### src/sv/assert_macros.svh
// Assertion macros used by the datapath of the event queue.
`ifndef ASSERT_MACROS_SVH
`define ASSERT_MACROS_SVH

// The condition must hold at every clock edge outside reset.
`define ASSERT_ALWAYS(lbl, cond, msg) \
  lbl: assert property (@(posedge clk) disable iff (!rst_n) (cond)) else $error(msg);

// The consequent must hold in the same cycle as the antecedent.
`define ASSERT_IMPLY(lbl, ante, cons, msg) \
  lbl: assert property (@(posedge clk) disable iff (!rst_n) (ante) |-> (cons)) \
    else $error(msg);

`endif

### src/sv/dedup_pkg.sv
// Shared constants, types and a helper function of the deduplicating event queue.
package dedup_pkg;

  localparam int QUEUE_DEPTH = 128;
  localparam int EVENT_BITS  = 64;
  localparam int EVT_PORT_W  = 64;
  localparam int CNT_OUT_W   = 8;
  localparam int ADDR_W      = (QUEUE_DEPTH > 1) ? $clog2(QUEUE_DEPTH) : 1;
  localparam int CNT_W       = $clog2(QUEUE_DEPTH + 1);
  localparam int SUM_W       = CNT_W + 1;

  typedef enum logic {
    OP_INSERT   = 1'b0,
    OP_RETRIEVE = 1'b1
  } op_t;

  typedef enum logic [2:0] {
    ST_INSERTED  = 3'd0,
    ST_DUPLICATE = 3'd1,
    ST_FULL      = 3'd2,
    ST_RETRIEVED = 3'd3,
    ST_EMPTY     = 3'd4
  } status_t;

  typedef struct packed {
    logic load;
    logic scan_en;
    logic rd_head;
    logic commit;
  } dedup_cmd_t;

  typedef struct packed {
    logic scan_done;
    logic out_free;
  } dedup_sts_t;

  // Adds an offset below the depth to a slot index and wraps it into the queue.
  function automatic logic [ADDR_W-1:0] wrap_add(input logic [ADDR_W-1:0] base,
                                                 input logic [CNT_W-1:0] off);
    logic [SUM_W-1:0] sum;
    sum = SUM_W'(base) + SUM_W'(off);
    if (sum >= SUM_W'(QUEUE_DEPTH)) begin
      sum = sum - SUM_W'(QUEUE_DEPTH);
    end
    return ADDR_W'(sum);
  endfunction

endpackage

### src/sv/dedup_ctrl.sv
// Controller of the event queue: sequences the scan, the head read and the result.
module dedup_ctrl
  import dedup_pkg::*;
(
  input  logic       clk,
  input  logic       rst_n,
  input  logic       in_valid,
  output logic       in_ready,
  input  logic       in_operation,
  output dedup_cmd_t cmd,
  input  dedup_sts_t sts
);

  typedef enum logic [1:0] {
    S_IDLE,
    S_SCAN,
    S_RETR,
    S_RESULT
  } state_t;

  state_t state_r, state_nxt;
  logic   accept;

  assign in_ready = (state_r == S_IDLE);
  assign accept   = in_valid && in_ready;

  assign cmd.load    = accept;
  assign cmd.scan_en = (state_r == S_SCAN);
  assign cmd.rd_head = (state_r == S_RETR);
  assign cmd.commit  = (state_r == S_RESULT) && sts.out_free;

  always_comb begin
    state_nxt = state_r;
    case (state_r)
      S_IDLE: begin
        if (accept) begin
          state_nxt = (in_operation == OP_RETRIEVE) ? S_RETR : S_SCAN;
        end
      end
      S_SCAN: begin
        if (sts.scan_done) begin
          state_nxt = S_RESULT;
        end
      end
      S_RETR: begin
        state_nxt = S_RESULT;
      end
      S_RESULT: begin
        if (sts.out_free) begin
          state_nxt = S_IDLE;
        end
      end
      default: begin
        state_nxt = S_IDLE;
      end
    endcase
  end

  always_ff @(posedge clk) begin
    if (!rst_n) begin
      state_r <= S_IDLE;
    end else begin
      state_r <= state_nxt;
    end
  end

endmodule
### config.mk
export PLATFORM = sky130hd
export DESIGN_NAME = dedup_ctrl
export DESIGN_NICKNAME = d
export VERILOG_FILES = /design/src/sv/assert_macros.svh /design/src/sv/dedup_pkg.sv /design/src/sv/dedup_ctrl.sv
export SDC_FILE = /design/constraint.sdc
export NUM_CORES = 1
export LEC_CHECK = 0
export BUFFER_PORTS_ARGS = -buffer_cell sky130_fd_sc_hd__buf_2
export CORE_AREA = 2 2 39 41
export CTS_BUF_LIST = sky130_fd_sc_hd__clkbuf_4
export DETAILED_ROUTE_END_ITERATION = 10
export DIE_AREA = 0 0 41 43
export GPL_ROUTABILITY_DRIVEN = 0
export GPL_TIMING_DRIVEN = 0
export PLACE_DENSITY = 0.31
export SLEW_MARGIN = 15
export SYNTH_ARGS = -nofsm -noshare
export SYNTH_HDL_FRONTEND = slang
export SYNTH_SLANG_ARGS = --single-unit
### constraint.sdc
create_clock -name clk -period 4 [get_ports clk]
set_input_delay 0.2 -clock clk [delete_from_list [all_inputs] [get_ports clk]]
set_output_delay 0.2 -clock clk [all_outputs]
set_load 0.02 [all_outputs]
Word-level counts from Yosys, hierarchy flattened
Index checks and enable logic that the tools add are counted.
{ "totals": {"ff_bits": 2, "output_inout_bits": 5, "wordCells": 16} }
{ "op_classes": {"n_eq_ne": 6, "n_mux": 5, "reduce_logical": 4} }
{ "op_table": {"columns": ["operator", "n"], "rows": [
  ["$mux 2", 4],
  ["$pmux 2 s4", 1],
  ["$eq 2x2->1 const B", 2],
  ["$ne 2x1->1 const B", 2],
  ["$reduce_and 3->1", 1],
  ["$eq 2x1->1 const B", 1],
  ["$logic_and 1x1->1", 2],
  ["$logic_not 2->1", 1],
  ["$ne 2x2->1 const B", 1]
]} }

Longest topological paths before layout
Gate-level depths: netlist (run 1).
{ "logic_depth": {"ltp_word": 4, "ltp_mapped": 5, "depth_no_buf": 5} }

Worst setup path before layout (run 1)
Ideal clock, no wire load.
{ "synth_timing": {"path_kind": "reg2reg", "startpoint": "register state_r[0]", "endpoint": "register state_r[0]", "setup_time_ns": 0.072, "t_arrival_ns": 1.428, "required_ns": 3.928, "setup_slack_ns": 2.501, "path_stages_with_launch": 5, "synth_period_minus_slack_ns": 1.499, "path_cell_list": "dfxtp_1 inv_1 ha_1 a222oi_1 mux2i_1"} }
{ "synth_between": {"elab_chain_len": 4} }
{ "synth_lines": {"columns": ["item", "line_no", "rtl"], "rows": [
  ["start, declared", "dedup_ctrl.sv:21", "state_t state_r, state_nxt;"],
  ["start signal, assigned", "dedup_ctrl.sv:63", "state_r <= state_nxt;"],
  ["$logic_not 2->1 (*)", "dedup_ctrl.sv:24", "assign in_ready = (state_r == S_IDLE);"],
  ["via in_ready", "dedup_ctrl.sv:8", "output logic in_ready,"],
  ["$logic_and 1x1->1", "dedup_ctrl.sv:25", "assign accept = in_valid && in_ready;"],
  ["$ne 2x1->1 (no source line)", null, null],
  ["$reduce_and 3->1 (no source line)", null, null]
]} }
Mark *: on every way through the listed nets, which the timed path passes. The rest lies on a longest branch.
A chain may end at the register's enable or synchronous reset.

Worst setup path in the final report (run 1)
{ "layout_timing": {"startpoint": "register state_r[0]", "endpoint": "output port cmd[3] (netlist bit)"} }
{ "layout_between": {"elab_chain_len": 2} }
{ "layout_lines": {"columns": ["item", "line_no", "rtl"], "rows": [
  ["$logic_not 2->1", "dedup_ctrl.sv:24", null],
  ["$logic_and 1x1->1", "dedup_ctrl.sv:25", null],
  ["end, declared", "dedup_ctrl.sv:10", "output dedup_cmd_t cmd,"]
]} }
No other way between the ends.

==> results.cfg, run 1 <==
[detailed_routing]
wl_um = 405
vias = 198
viasPerCell = 3.81
dr.pass1.iters = 5
wl_per_cell_um = 7.79
ant_nets = 0
drc_errors = 0
dr.first_iter.drc_count = 12

[clock_tree]
cts_inserted_buffers = 3
cts_tree = built
clkSinkCount = 2
clk_path_buf_depth = 2
cts_setup_buffers = 0
holdBufCountCts = 0
clock_latency_ns = 0.22
cts_max_level = 1
root_buffer = clkbuf_4
path_clk_slew_ns = 0.03
cts.repair.resized = 0

[final_layout]
multiInputGateArea_um2 = 128
top_register = state_r
final_util = 0.207
syn_to_final_growth_pct = 47.7
fill_cells = 163
reg_top3 = state_r x2
seqCellArea_um2 = 40.0
nets = 48
antenna_cells = 0
final_cell_area_um2 = 287
instances_no_fill = 52
largest_reg_flops = 2
drive_gt1_frac = 0.444

[placement]
port_buffers = 10
dp_cells = 49
dpl_cell_area_um2 = 264
post-place-ws_ns = 2.42

[global_route]
grt_pass1_vias = 177
grt_pass1_wl_um = 627
overflow = 0
grt_max_degree = 7
grt_usage = 0.0561
antenna_found_initial = 0

[critical_path]
reg2reg_to = state_r[0]$_SDFFE_PN0P_
worstPathRequired_ns = 3.80
r2r-start = state_r[0]$_SDFFE_PN0P_
end_kind = primary output
startpoint = state_r[0]$_SDFFE_PN0P_
critPathKind = flip-flop to primary output
endpoint = cmd[3]
cp_max_fo = 6
start_kind = flip-flop
r2r_cells = 4
arrival_ns = 1.40
r2r_slack_ns = 2.42

[synth]
synth_cells = 23
synth_seq_cells = 2
synth_top_area_frac = 0.258
synth_nets = 33
yosysSeqAreaShare = 0.206
ys.warnings.count = 0
synth_top_cell_by_area = ha_1
syn_area_um2 = 194
ys_types = 11
syn_area_per_cell_um2 = 8.43
synth_area_leaders = ha_1 26%, dfxtp_1 21%, mux2i_1 10%

[timing]
slew_headroom = 0.662
worst_pin_slew_ns = 0.507
grt_setup_unrepaired = false
slew_violations = 0
fmax_mhz = 627
period_minus_slack_ns = 1.60
worst_slack_ns = 2.40
hold_viol_final = 0
fin_setup_tns_ns = 0
finalCritPeriodShare = 0.399
finalClockSkew_ns = 0.00145
setup_viol = 0
whs_ns = 0.266

[floorplanning]
start_util = 0.140
ios = 11
die_area_um2 = 1760
core_region_area_um2 = 1380
dieWidth_um = 41
die_y_um = 43
rows = 14

[power]
switching_share = 0.436
irDropWorstVdd_v = 0.000271
power.switching_mw = 0.0928
p_leak_nw = 0.163
p_seq_frac = 0.184
power_mw = 0.213
power_frac_comb = 0.612
power_density_nw_per_um2 = 742
clkPwrFrac = 0.204
power.internal_mw = 0.120

[run]
cap_violations = 0

[run_status]
status = completed

[worst_hold_path]
min-delay-path-class = input pin to flip-flop
[logic make-up (layout without fill, tap and decap cells)]
kind of cell,Yosys count,after routing,share of synthesized area
AOI/OAI and AO/OA,2,2,0.0903
adders and majority gates,4,4,0.258
buffers and inverters,6,19,0.136
DFF,2,2,0.206
muxes,3,3,0.161
and+or+nand+nor,6,6,0.148
[critical path: stages (launching register included)]
cell and delay (ns):
dfxtp_1 0.37, inv_1 0.08, ha_1 0.27, and2_2 0.19, buf_4 0.12, buf_2 0.14
[layout by cell type (no fill, tap or decap)]
cell type and instances:
buf_4 1, clkbuf_4 3, a222oi_1 1, mux2_2 1, nand2_1 4, dfxtp_1 2
inv_1 5, o211ai_1 1, and2_2 1, ha_1 4, buf_2 10, mux2i_1 2
and2_1 1
[power by group through the flow]
stage / Clock, mW / Combinational (mW) / Sequential, mW
floorplan: 0 / 0.104 / 0.0368
global placement: 0 / 0.132 / 0.0392
detailed placement: 0 / 0.133 / 0.0391
CTS: 0.0460 / 0.133 / 0.0388
global route: 0.0484 / 0.149 / 0.0401
finish: 0.0435 / 0.130 / 0.0391
[final cells by class]
class / instances / area share
Multi-Input combinational cell: 15 / 0.445
Timing Repair Buffer: 10 / 0.175
Sequential cell: 2 / 0.140
Tap cell: 16 / 0.0699
Buffer: 1 / 0.0262
Inverter: 5 / 0.0655
Clock buffer: 3 / 0.0786
[routing by layer]
metal,vias to the layer above,global-route usage,routed length [um]
met5,-,0,0
met4,0,0.0400,0
met3,0,0.0471,42
met2,11,0.0781,166
met1,88,0.0510,195
li1,99,-,-
[synthesized netlist by cell type]
master,instances
ha_1,4
dfxtp_1,2
o211ai_1,1
mux2i_1,2
buf_4,1
a222oi_1,1
and2_2,1
and2_1,1
nand2_1,4
inv_1,5
mux2_2,1
[how the worst min path moves through the flow]
stage	startpoint	to	slack, ns	depth (start not counted)
after floorplan	rst_n	state_r[1]$_SDFFE_PN0P_	0.34	2
after global placement	rst_n	state_r[1]$_SDFFE_PN0P_	0.50	3
after detailed placement	rst_n	state_r[1]$_SDFFE_PN0P_	0.50	3
after CTS	rst_n	state_r[1]$_SDFFE_PN0P_	0.26	3
after global routing	rst_n	state_r[1]$_SDFFE_PN0P_	0.29	3
final	rst_n	state_r[1]$_SDFFE_PN0P_	0.27	3
(Power assumes the default switching activity.)
==> inputs of run 2 (changes only) <==
--- a/config.mk
+++ b/config.mk
@@ -12,7 +12,7 @@
 export DIE_AREA = 0 0 41 43
 export GPL_ROUTABILITY_DRIVEN = 0
 export GPL_TIMING_DRIVEN = 0
-export PLACE_DENSITY = 0.31
+export PLACE_DENSITY = 0.32
 export SLEW_MARGIN = 15
 export SYNTH_ARGS = -nofsm -noshare
 export SYNTH_HDL_FRONTEND = slang
==> constraint.sdc (replaced) <==
create_clock -name clk -period 1.3 [get_ports clk]
set_input_delay 0.065 -clock clk [delete_from_list [all_inputs] [get_ports clk]]
set_output_delay 0.065 -clock clk [all_outputs]
set_load 0.02 [all_outputs]
==> run 2 against run 1 <==
  * First-iteration DRC count fell by 58%
  * Setup slack got worse by 2.4 ns
  * Critical path depth did not move
  * Critical endpoint is now state_r[0]$_SDFFE_PN0P_
  * Largest cell class unchanged
==> results.cfg, run 2 (synthesis gave the netlist of run 1 again) <==
[global_route]
grt_pass1_wl_um = 759
grt_pass1_vias = 194
grt_usage = 0.0701
grt_max_degree = 5
overflow = 0
antenna_found_initial = 0

[floorplanning]
core_region_area_um2 = 1380
die_y_um = 43
dieWidth_um = 41
rows = 14
die_area_um2 = 1760
ios = 11
start_util = 0.140

[final_layout]
reg_top3 = state_r x2
syn_to_final_growth_pct = 74.2
nets = 51
final_common_cell = buf_2
top_register = state_r
final_util = 0.244
final_cell_area_um2 = 338
drive_gt1_frac = 0.641
antenna_cells = 0
instances_no_fill = 55
layout_common_cells = 9 x buf_2, 4 x nand2_1, 4 x buf_4
largest_reg_flops = 2

[power]
p_leak_nw = 0.180
power_density_nw_per_um2 = 2420
irDropWorstVdd_v = 0.000697

[detailed_routing]
dr.first_iter.drc_count = 5
routed.top_layer = met3
dr.pass1.iters = 4
m1WireLength_um = 204
wl_um = 469
ant_nets = 0
viasPerCell = 3.75
dr_wl_met3_um = 42
vias = 206
wl_met2_um = 221
wl_per_cell_um = 8.53
drc_errors = 0

[timing]
fin_setup_tns_ns = 0
worst_pin_slew_ns = 0.259
slew_violations = 0
grt_setup_unrepaired = true
period_minus_slack_ns = 1.28
finalCritPeriodShare = 0.985
slew_headroom = 0.827
finalClockSkew_ns = 0.00122
hold_viol_final = 0
worst_slack_ns = 0.0189
fmax_mhz = 781
setup_viol = 0

[critical_path]
critical_path_buf_inv_count = 2
critPathKind = flip-flop to flip-flop
crit_chain = inv_2 > ha_4 > a222oi_1 > buf_4 > mux2i_1
end_kind = flip-flop
cp_slowest_cell = dfxtp_2
cp_max_fo = 4
crit_family = flip-flops
worstPathRequired_ns = 1.45
worst_path_largest_cell_delay_ns = 0.35
start_kind = flip-flop
arrival_ns = 1.43

[clock_tree]
root_buffer = clkbuf_4
cts_tree = built
cts_inserted_buffers = 3
clk_path_buf_depth = 2
cts_max_level = 1
holdBufCountCts = 0
clock_latency_ns = 0.22
clkSinkCount = 2
path_clk_slew_ns = 0.03

[placement]
hpwl_um = 368
dpl_cell_area_um2 = 282
post-place-ws_ns = -0.176
dp_cells = 49
port_buffers = 10

[worst_hold_path]
min-delay-path-class = input pin to flip-flop

[run]
cap_violations = 0

[run_status]
status = completed
## run 2: cell count changes in the layout (fill, tap and decap cells not counted), sizes merged
cell	change
buf	+3
## run 2: power by group
| group | total [mW] | internal, mW | switching (mW) |
|---|---|---|---|
| Sequential | 0.143 | 0.102 | 0.0403 |
| Clock | 0.139 | 0.102 | 0.0366 |
| Combinational | 0.536 | 0.285 | 0.251 |
## run 2: per-stage QoR
stage	hold slack, ns	power, mW
floorplan	0.200	0.500
CTS	0.110	0.807
global placement	0.350	0.592
global route	0.120	0.924
detailed placement	0.351	0.597
finish	0.116	0.817
## run 2: metal layers
layer / vias to the layer above / global-route usage
met3: 0 / 0.0314
met2: 9 / 0.100
met1: 90 / 0.0732
met4: 0 / 0.0600
met5: - / 0
li1: 107 / -
## run 2: worst paths after layout
| path | from | end | slack (ns) | cells after the start |
|---|---|---|---|---|
| min | rst_n | state_r[0]$_SDFFE_PN0P_ | 0.12 | 3 |
| max reg2reg | state_r[1]$_SDFFE_PN0P_ | state_r[0]$_SDFFE_PN0P_ | 0.02 | 5 |
| min reg2reg | state_r[1]$_SDFFE_PN0P_ | state_r[1]$_SDFFE_PN0P_ | 0.49 | 2 |
| max | state_r[1]$_SDFFE_PN0P_ | state_r[0]$_SDFFE_PN0P_ | 0.02 | 5 |
## run 2: what timing repair did
| item | 4_1_cts | 5_1_grt |
|---|---|---|
| resized for setup | 0 | 4 |
| endpoints found under the setup margin | 3 | 3 |
| cloned | 0 | 0 |
| pin swaps | 2 | 0 |
| buffers inserted | 3 | 0 |
## run 2: final cells by class
class,instances,area (um^2)
fill,167,1050
multi-input combinational,15,143
sequential,2,45.0
buffer,1,7.51
timing repair buffer,13,78.8
tap,16,20.0
clock buffer,3,22.5
inverter,5,21.3
## run 2: worst register-to-register path: stages (launching register included)
cell      delay, ns
dfxtp_2        0.35
inv_2          0.06
ha_4           0.16
a222oi_1       0.29
buf_4          0.18
mux2i_1        0.17
==> inputs of run 3 (changes only) <==
--- a/config.mk
+++ b/config.mk
@@ -12,8 +12,9 @@
 export DIE_AREA = 0 0 41 43
 export GPL_ROUTABILITY_DRIVEN = 0
 export GPL_TIMING_DRIVEN = 0
-export PLACE_DENSITY = 0.32
+export PLACE_DENSITY = 0.31
 export SLEW_MARGIN = 15
 export SYNTH_ARGS = -nofsm -noshare
 export SYNTH_HDL_FRONTEND = slang
 export SYNTH_SLANG_ARGS = --single-unit
+export TNS_END_PERCENT = 10
==> constraint.sdc (replaced) <==
create_clock -name clk -period 1.5 [get_ports clk]
set_input_delay 0.075 -clock clk [delete_from_list [all_inputs] [get_ports clk]]
set_output_delay 0.075 -clock clk [all_outputs]
set_load 0.02 [all_outputs]
==> run 3 against run 2 <==
  * Register-to-register slack gained 0.09 ns
  * Largest cell class unchanged
  * Critical endpoint unchanged
  * Highest routed layer unchanged
  * Fmax is 7.6% lower
  * Wire length shrank 10%
  * Clock skew is essentially flat
  * Critical path depth did not move
  * Clock power down 17%
  * Count of clock-buffer cells in the layout unchanged
  * Power down 26%
==> results.cfg, run 3 (synthesis gave the netlist of run 1 again) <==
[power]
power_density_nw_per_um2 = 2010
power_frac_comb = 0.624
p_seq_frac = 0.184
switching_share = 0.419
power.switching_mw = 0.252
power.internal_mw = 0.349
clkPwrFrac = 0.192
power_mw = 0.602
irDropWorstVdd_v = 0.000709
p_leak_nw = 0.168

[final_layout]
top_register = state_r
reg_top3 = state_r x2
layout_common_cells = 10 x buf_2, 5 x inv_1, 4 x nand2_1
largest_reg_flops = 2
final_common_cell = buf_2
instances_no_fill = 53
drive_gt1_frac = 0.541
syn_to_final_growth_pct = 54.2
antenna_cells = 0
nets = 49

[global_route]
grt_max_degree = 7
grt_usage = 0.0591
grtUsageMet1 = 0.0510
grt_pass1_wl_um = 669
busiest_layer = met2
grt_pass1_vias = 189
grt_use_met3 = 0.0471
overflow = 0
antenna_found_initial = 0
grt_use_met2 = 0.0875

[timing]
setup_viol = 0
worst_slack_ns = 0.113
fin_setup_tns_ns = 0
period_minus_slack_ns = 1.39
slew_violations = 0
slew_headroom = 0.821
finalClockSkew_ns = 0.00147
finalCritPeriodShare = 0.924
worst_pin_slew_ns = 0.268
fmax_mhz = 721
hold_viol_final = 0
grt_setup_unrepaired = false

[critical_path]
end_kind = flip-flop
reg2reg_to = state_r[0]$_SDFFE_PN0P_
cp_max_fo = 6
critPathKind = flip-flop to flip-flop
r2r_cells = 5
r2r-start = state_r[0]$_SDFFE_PN0P_
r2r_slack_ns = 0.11
worstPathRequired_ns = 1.64
arrival_ns = 1.52
start_kind = flip-flop

[floorplanning]
start_util = 0.140
die_y_um = 43
core_region_area_um2 = 1380
rows = 14
die_area_um2 = 1760
ios = 11
dieWidth_um = 41

[detailed_routing]
dr.first_iter.drc_count = 5
viasPerCell = 3.79
ant_nets = 0
drc_errors = 0
dr.pass1.iters = 4
wl_per_cell_um = 7.92
wl_um = 420
vias = 201

[placement]
port_buffers = 10
post-place-ws_ns = -0.0820
dp_cells = 49

[run_status]
status = completed

[clock_tree]
cts_max_level = 1
root_buffer = clkbuf_4
path_clk_slew_ns = 0.03
clock_latency_ns = 0.22
clkSinkCount = 2
cts_inserted_buffers = 3
clk_path_buf_depth = 2
holdBufCountCts = 0
cts_tree = built

[run]
cap_violations = 0

[worst_hold_path]
whs_path_depth = 3
hold_path_end = state_r[1]$_SDFFE_PN0P_
worstHoldStart = rst_n
min-delay-path-class = input pin to flip-flop
[run 3: cell count changes in the layout (fill, tap and decap cells not counted)]
| cell | previous run | this run |
|---|---|---|
| inv_1 | 3 | 5 |
| inv_2 | 1 | 0 |
| ha_4 | 1 | 0 |
| inv_4 | 1 | 0 |
| buf_4 | 4 | 2 |
| dfxtp_4 | 1 | 0 |
| buf_2 | 9 | 10 |
| dfxtp_2 | 1 | 2 |
| buf_6 | 1 | 0 |
| ha_1 | 2 | 3 |
[run 3: worst max-delay path by stage]
stage	from	to	slack [ns]
after floorplan	state_r[0]$_SDFFE_PN0P_	state_r[0]$_SDFFE_PN0P_	0.0007
after global placement	state_r[0]$_SDFFE_PN0P_	state_r[0]$_SDFFE_PN0P_	-0.06
after detailed placement	state_r[0]$_SDFFE_PN0P_	state_r[0]$_SDFFE_PN0P_	-0.08
after CTS	state_r[0]$_SDFFE_PN0P_	state_r[0]$_SDFFE_PN0P_	0.06
after global routing	state_r[0]$_SDFFE_PN0P_	state_r[0]$_SDFFE_PN0P_	0.003
final	state_r[0]$_SDFFE_PN0P_	state_r[0]$_SDFFE_PN0P_	0.11
[run 3: power by group through the flow]
stage / Sequential, mW / Combinational [mW] / Clock [mW]
floorplan: 0.0982 / 0.276 / 0
global placement: 0.105 / 0.352 / 0
detailed placement: 0.104 / 0.354 / 0
CTS: 0.103 / 0.384 / 0.123
global route: 0.115 / 0.429 / 0.129
finish: 0.111 / 0.376 / 0.116
[run 3: layer usage]
metal | up-vias | wire length (um)
li1 | 101 | -
met1 | 91 | 194
met2 | 9 | 189
met3 | 0 | 36
met4 | 0 | 0
met5 | - | 0
[run 3: worst max-delay path, stage by stage, from the launching register on]
cell and delay (ns):
dfxtp_2 0.35, inv_1 0.07, ha_2 0.22, a222oi_1 0.31, buf_4 0.18, mux2i_1 0.18
[run 3: what timing repair did]
item,in CTS,in global routing
setup buffers,1,0
resized for setup,1,2
gates cloned,0,0
endpoints found under the setup margin,2,2
hold endpoints to repair,0,0
pin swaps,1,1
[run 3: per-stage QoR]
stage	hold WS (ns)	util	instance area, um^2
6_report	0.132	0.216	299
5_1_grt	0.158	0.216	299
4_1_cts	0.138	0.214	297
3_5_place_dp	0.372	0.191	264
3_3_place_gp	0.371	0.191	264
2_1_floorplan	0.217	-	194
[run 3: area by class of cell]
type / count / area [um^2]
plain buffers: 1 / 7.51
well taps: 16 / 20.0
clock buffers: 3 / 22.5
flip-flops and latches: 2 / 42.5
fillers: 167 / 1080
inverters: 5 / 18.8
repair buffers: 11 / 57.6
multi-input cells: 15 / 130
